[src/yay0_lz_decompressor_assert.svh]
// assertion macros for the yay0 lz decompressor
// used by the controller; no other dependencies
`ifndef YAY0_LZ_DECOMPRESSOR_ASSERT_SVH
`define YAY0_LZ_DECOMPRESSOR_ASSERT_SVH

// same-cycle implication
`define YLZ_ASSERT_NOW(label, clk, rst_n, ante, cons) \
	label: assert property (@(posedge clk) disable iff (!rst_n) (ante) |-> (cons)) \
		else $error("ylz assertion failed");

// next-cycle implication
`define YLZ_ASSERT_NEXT(label, clk, rst_n, ante, cons) \
	label: assert property (@(posedge clk) disable iff (!rst_n) (ante) |=> (cons)) \
		else $error("ylz assertion failed");

`endif

[src/ylz_pkg.sv]
// shared types and constants for the yay0 lz decompressor
// no dependencies
`timescale 1ns / 1ps
`default_nettype none
package ylz_pkg;
	localparam logic [1:0] OP_FLAG  = 2'd0;
	localparam logic [1:0] OP_LINK  = 2'd1;
	localparam logic [1:0] OP_CHUNK = 2'd2;

	localparam int unsigned FLAG_BITS   = 32;
	localparam int unsigned OFFSET_W    = 12;
	localparam int unsigned COUNT_W     = 9;
	localparam logic [COUNT_W-1:0] SHORT_BIAS = 9'd2;
	localparam logic [COUNT_W-1:0] LONG_BIAS  = 9'h12;

	localparam logic [0:0] REG_OUTPUT_SIZE = 1'b0;

	typedef struct packed {
		logic accept;
		logic rd;
		logic wr;
		logic emit;
		logic last;
	} ylz_cmd_t;

	typedef struct packed {
		logic is_copy;
		logic cnt_one;
		logic lane_full;
		logic slot_free;
	} ylz_sts_t;
endpackage
`default_nettype wire

[src/ylz_ctrl.sv]
// controller state machine for the yay0 lz decompressor
// depends on ylz_pkg and the assertion macro header
`timescale 1ns / 1ps
`default_nettype none
`include "yay0_lz_decompressor_assert.svh"
module ylz_ctrl import ylz_pkg::*; (
	input  wire logic     clk,
	input  wire logic     arst_n,
	input  wire logic     in_valid,
	output logic          in_ready,
	input  wire ylz_sts_t sts,
	output ylz_cmd_t      cmd
);
	typedef enum logic [1:0] {ST_IDLE, ST_RD, ST_WR, ST_EMIT} state_t;
	state_t state_q;
	logic   last_q;

	always_comb begin
		in_ready   = (state_q == ST_IDLE);
		cmd.accept = in_valid && in_ready;
		cmd.rd     = (state_q == ST_RD);
		cmd.wr     = (state_q == ST_WR);
		cmd.emit   = (state_q == ST_EMIT) && sts.slot_free;
		cmd.last   = last_q;
	end

	always_ff @(posedge clk or negedge arst_n) begin
		if (!arst_n) begin
			state_q <= ST_IDLE;
			last_q  <= 1'b0;
		end else begin
			case (state_q)
				ST_IDLE: begin
					if (cmd.accept) begin
						if (sts.is_copy) begin
							state_q <= ST_RD;
						end else begin
							state_q <= ST_EMIT;
							last_q  <= 1'b1;
						end
					end
				end
				ST_RD: state_q <= ST_WR;
				ST_WR: begin
					if (sts.cnt_one || sts.lane_full) begin
						state_q <= ST_EMIT;
						last_q  <= sts.cnt_one;
					end else begin
						state_q <= ST_RD;
					end
				end
				ST_EMIT: begin
					if (sts.slot_free) begin
						state_q <= last_q ? ST_IDLE : ST_RD;
					end
				end
				default: state_q <= ST_IDLE;
			endcase
		end
	end

	`YLZ_ASSERT_NEXT(a_rd_then_wr, clk, arst_n, state_q == ST_RD, state_q == ST_WR)
	`YLZ_ASSERT_NEXT(a_emit_holds, clk, arst_n, state_q == ST_EMIT && !sts.slot_free, state_q == ST_EMIT)
	`YLZ_ASSERT_NEXT(a_last_idles, clk, arst_n, cmd.emit && last_q, state_q == ST_IDLE)
	`YLZ_ASSERT_NOW(a_emit_on_free, clk, arst_n, cmd.emit, sts.slot_free)
endmodule
`default_nettype wire

[config.mk]
export PLATFORM = sky130hd
export DESIGN_NAME = ylz_ctrl
export DESIGN_NICKNAME = d
export VERILOG_FILES = /design/src/ylz_pkg.sv /design/src/ylz_ctrl.sv
export VERILOG_INCLUDE_DIRS = /design/src /design/src/src
export SDC_FILE = /design/constraint.sdc
export NUM_CORES = 1
export LEC_CHECK = 0
export BUFFER_PORTS_ARGS = -buffer_cell sky130_fd_sc_hd__clkbuf_2
export CAP_MARGIN = 20
export CORE_AREA = 2 2 39 41
export DETAILED_ROUTE_END_ITERATION = 7
export DIE_AREA = 0 0 41 43
export GPL_TIMING_DRIVEN = 0
export HOLD_SLACK_MARGIN = 0.06
export PLACE_DENSITY_LB_ADDON = 0.15
export SYNTH_ARGS = -nofsm -noshare
export SYNTH_HDL_FRONTEND = slang
export SYNTH_SLANG_ARGS = --single-unit
export TNS_END_PERCENT = 50
[constraint.sdc]
create_clock -name clk -period 1 [get_ports clk]
set_input_delay 0.05 -clock clk [delete_from_list [all_inputs] [get_ports clk]]
set_output_delay 0.05 -clock clk [all_outputs]
set_load 0.1 [all_outputs]
Yosys cells after proc, flatten, opt, wreduce, memory -nomap -nowiden
Index checks and enable logic that the tools add are counted.
- input port bits: 7
- output and inout bits: 6
- logic and storage cells: 26
- register bits after elaboration: 3
- equal/unequal tests: 7
- mux-type cells: 10
- reduce and logical (&&, ||, !) cells: 7
- operators with widths (kind ; number):
    $mux 2 ; 4
    $pmux 2 s4 ; 1
    $eq 2x2->1 const B ; 2
    $mux 1 ; 4
    $ne 2x1->1 const B ; 2
    $ne 2x2->1 const B ; 2
    $reduce_and 4->1 ; 1
    $eq 2x1->1 const B ; 1
    $logic_and 1x1->1 ; 2
    $logic_not 2->1 ; 1
    $pmux 1 s2 ; 1
    $reduce_and 2->1 ; 1
    $reduce_bool 2->1 ; 1
    $logic_or 1x1->1 ; 1

Depth between registers and ports, before layout
- depth in word-level cells: 4
- gate-level depth with buffers: 4
- mapped depth without buffers: 3

Worst setup path after synthesis
OpenSTA, ideal clock, no wires.
- kind: reg2out
- start: reg state_q[1]
- end: out cmd[4] in the netlist's numbering
- data arrival time: 2.159 ns
- path slack: -1.209 ns
- buffers on the path: 1
- required time: 0.950 ns
- stages on the path, launching flop included: 4
- cell sequence: dfrtp_1 -> buf_6 -> nor2_2 -> and2_1
- RTL lines (item ; RTL line ; RTL):
    from (decl) ; ylz_ctrl.sv:15 ; state_t state_q;
    from (signal assigned) ; ylz_ctrl.sv:54 ; state_q <= last_q ? ST_IDLE : ST_RD;
    to (decl) ; ylz_ctrl.sv:12 ; output ylz_cmd_t cmd

==> implementation parameters <==
Parameter                              Value

Route
  Router iterations before antenna repair    1
  Final wirelength    538 um
  DR vias    216
  Post-route antenna net violation count    0
  Ratio of routed vias to standard cells    3.66
  Violation count after the first detailed-route iteration    0
  DR DRC count    0
  DR WL/cell    9.12 um

Setup path
  Biggest fanout along the worst timing path    6
  Endpoint class of the critical path    primary output
  Worst-path cell with the longest stage delay    dfrtp_1
  Critical path required time    0.95 ns
  Type of origin of the critical path    flip-flop
  List of cells traversed by the critical path    buf_6 > nor2_4 > and2_4 > clkbuf_16
  Crit Path Category    flip-flop to primary output
  Arrival time reported for the critical path endpoint    1.14 ns
  Max incr delay on CP    0.36 ns

Yosys
  Average cell area after synthesis    9.25 um^2
  Count of flip-flops with a built-in enable after synthesis    0
  Synth Flop Type    dfrtp_1
  Proportion of synthesized chip area in sequential cells    35.3%
  Area of the mapped netlist    213 um^2
  Total number of yosys warnings    0
  Largest area contributor in the synthesized netlist    dfrtp_1
  Fraction of synthesis flops using an asynchronous set or reset pin    100%
  Synth Instances    23
  Number of library cell types mapped by synthesis    18
  Cell types with the highest counts after synthesis    dfrtp_1 (3), nand2_1 (3), nor2_1 (2)
  Number of nets produced by synthesis    30
  Yosys top cell area share    35.3%
  #FFs+latches synth    3
  Leading cell types by total area after synthesis    dfrtp_1 (35%), nand2b_4 (6.5%), o22ai_2 (5.9%)

Timing
  Max-slew headroom    80.0%
  Final Slew Violations    0
  Maximum achievable frequency    0.841 GHz
  Setup repair after global routing missed its margin    true
  Setup TNS    -0.818 ns
  Worst Max-Slew Pin Slew    0.301 ns
  Post-layout min period    1.19 ns
  Clk_skew    0.00141 ns
  Final worst path period share    119%
  Final setup margin    -0.189 ns
  Total of endpoints with negative setup slack in the final report    5
  Final-report hold violation count    0

Outcome
  Violations in the final reports    setup timing
  Result of the run    finished with violations

Floorplanning
  Placement row count    14
  Vertical extent of the die    43 um
  Top Ports    13
  Core area    1380 um^2
  Die X-Extent    41 um
  Die Area    1760 um^2
  Starting density of the core    15.4%

Place
  Placement-stage worst setup slack    -0.224 ns
  Hpwl dp    381 um
  GP Congestion    0.671
  Port-buffer cells    12

Final layout
  Number of nets in the finished design    51
  Core occupancy in the finished layout    33.7%
  Number of fillers in the final layout    144
  Area delta synth->final    119%
  Ant diodes    0
  Share of layout cells above drive strength 1    67.4%

Clocking
  Clock-pin transition on the worst setup and hold timing paths    0.04 ns
  Max clock buf depth    2
  Clock latency on the worst-skew pair    0.23 ns
  Total clock sinks    3
  Number of H-tree levels    1
  CTS root buffer    clkbuf_4
  Number of CTS-inserted buffers    3
  Clock tree from TritonCTS    yes

Min path
  Worst hold path class    primary input to flip-flop

Global routing
  Largest net degree at the start of global routing    7
  Global route total overflow    0
  Number of global-route vias before repair    255
  Aggregate global-route resource usage    7.83%
  Initial antenna violation count    0
  First-pass GRT wire length    924 um

Flow run
  Max-capacitance violation count    0
[repair_timing]
action                                 4_1_cts  5_1_grt
hold buffers                                 1        0
setup endpoints to repair                    6        8
endpoints found under the hold margin        3        0
setup buffers                                3        0
pin swaps                                    6        2
resized for setup                           20        0
[routing by layer]
metal / GRT usage (%) / share of wire [%]
met4: 8.00 / 0
met2: 10.9 / 50
met5: 0 / 0
met3: 0 / 4.1
met1: 9.97 / 46
[critical path, delay by kind of cell (launching register included)]
family                 cells  cell delay [ns]
buffers and inverters      2             0.32
flip-flops                 1             0.36
AND/OR/NAND/NOR            2             0.22
[layout by cell type (no fill, tap or decap), types with 2 or more instances in the layout]
| cell | n |
|---|---|
| clkbuf_2 | 6 |
| dfrtp_1 | 2 |
| nand2_1 | 3 |
| clkbuf_4 | 4 |
| buf_4 | 3 |
| buf_6 | 2 |
| clkbuf_16 | 4 |
[worst paths after layout]
| check | from | slack (ns) | cells after the start | endpoint |
|---|---|---|---|---|
| min in group asynchronous | arst_n | 0.16 | 2 | last_q$_DFFE_PN0P_ |
| worst max-delay path | state_q[1]$_DFFE_PN0P_ | -0.19 | 4 | cmd[4] |
| worst max register to register | state_q[1]$_DFFE_PN0P_ | 0.01 | 4 | last_q$_DFFE_PN0P_ |
| max in group asynchronous | arst_n | 0.72 | 2 | state_q[0]$_DFFE_PN0P_ |
| worst min-delay path | in_valid | 0.08 | 3 | state_q[0]$_DFFE_PN0P_ |
| worst min register to register | state_q[0]$_DFFE_PN0P_ | 0.55 | 1 | state_q[0]$_DFFE_PN0P_ |
[through the flow]
| stage | area, um^2 | std cells | hold WS (ns) |
|---|---|---|---|
| finish | 467 | 59 | 0.0839 |
| global route | 467 | 59 | 0.109 |
| CTS | 467 | 59 | 0.0838 |
| detailed placement | 305 | 51 | -0.154 |
| global placement | 305 | 51 | -0.153 |
| floorplan | 225 | 23 | -0.246 |
[cell families (layout without fill, tap and decap cells)]
group / Yosys count / count (layout) / share of synthesized area (%)
flip-flops: 3 / 3 / 35.3
buffers and inverters: 3 / 23 / 10.6
AO/OA/AOI/OAI: 5 / 5 / 18.2
AND/OR/NAND/NOR: 12 / 12 / 35.9
[registers in the layout (all words and copies together) (netlist names)]
name and cells:
last_q 1, state_q 2
[final cells by class]
type	count	area, um^2	share of cell area [%]
buffer	2	22.5	4.83
clock buffer	4	26.3	5.63
inverter	1	3.75	0.804
multi-input combinational	17	128	27.3
sequential	3	76.3	16.4
tap	16	20.0	4.29
timing repair buffer	16	190	40.8
Power is left out: the tool's default activity adds up to more than one toggle a clock period on the data nets, which glitch-free logic cannot reach.
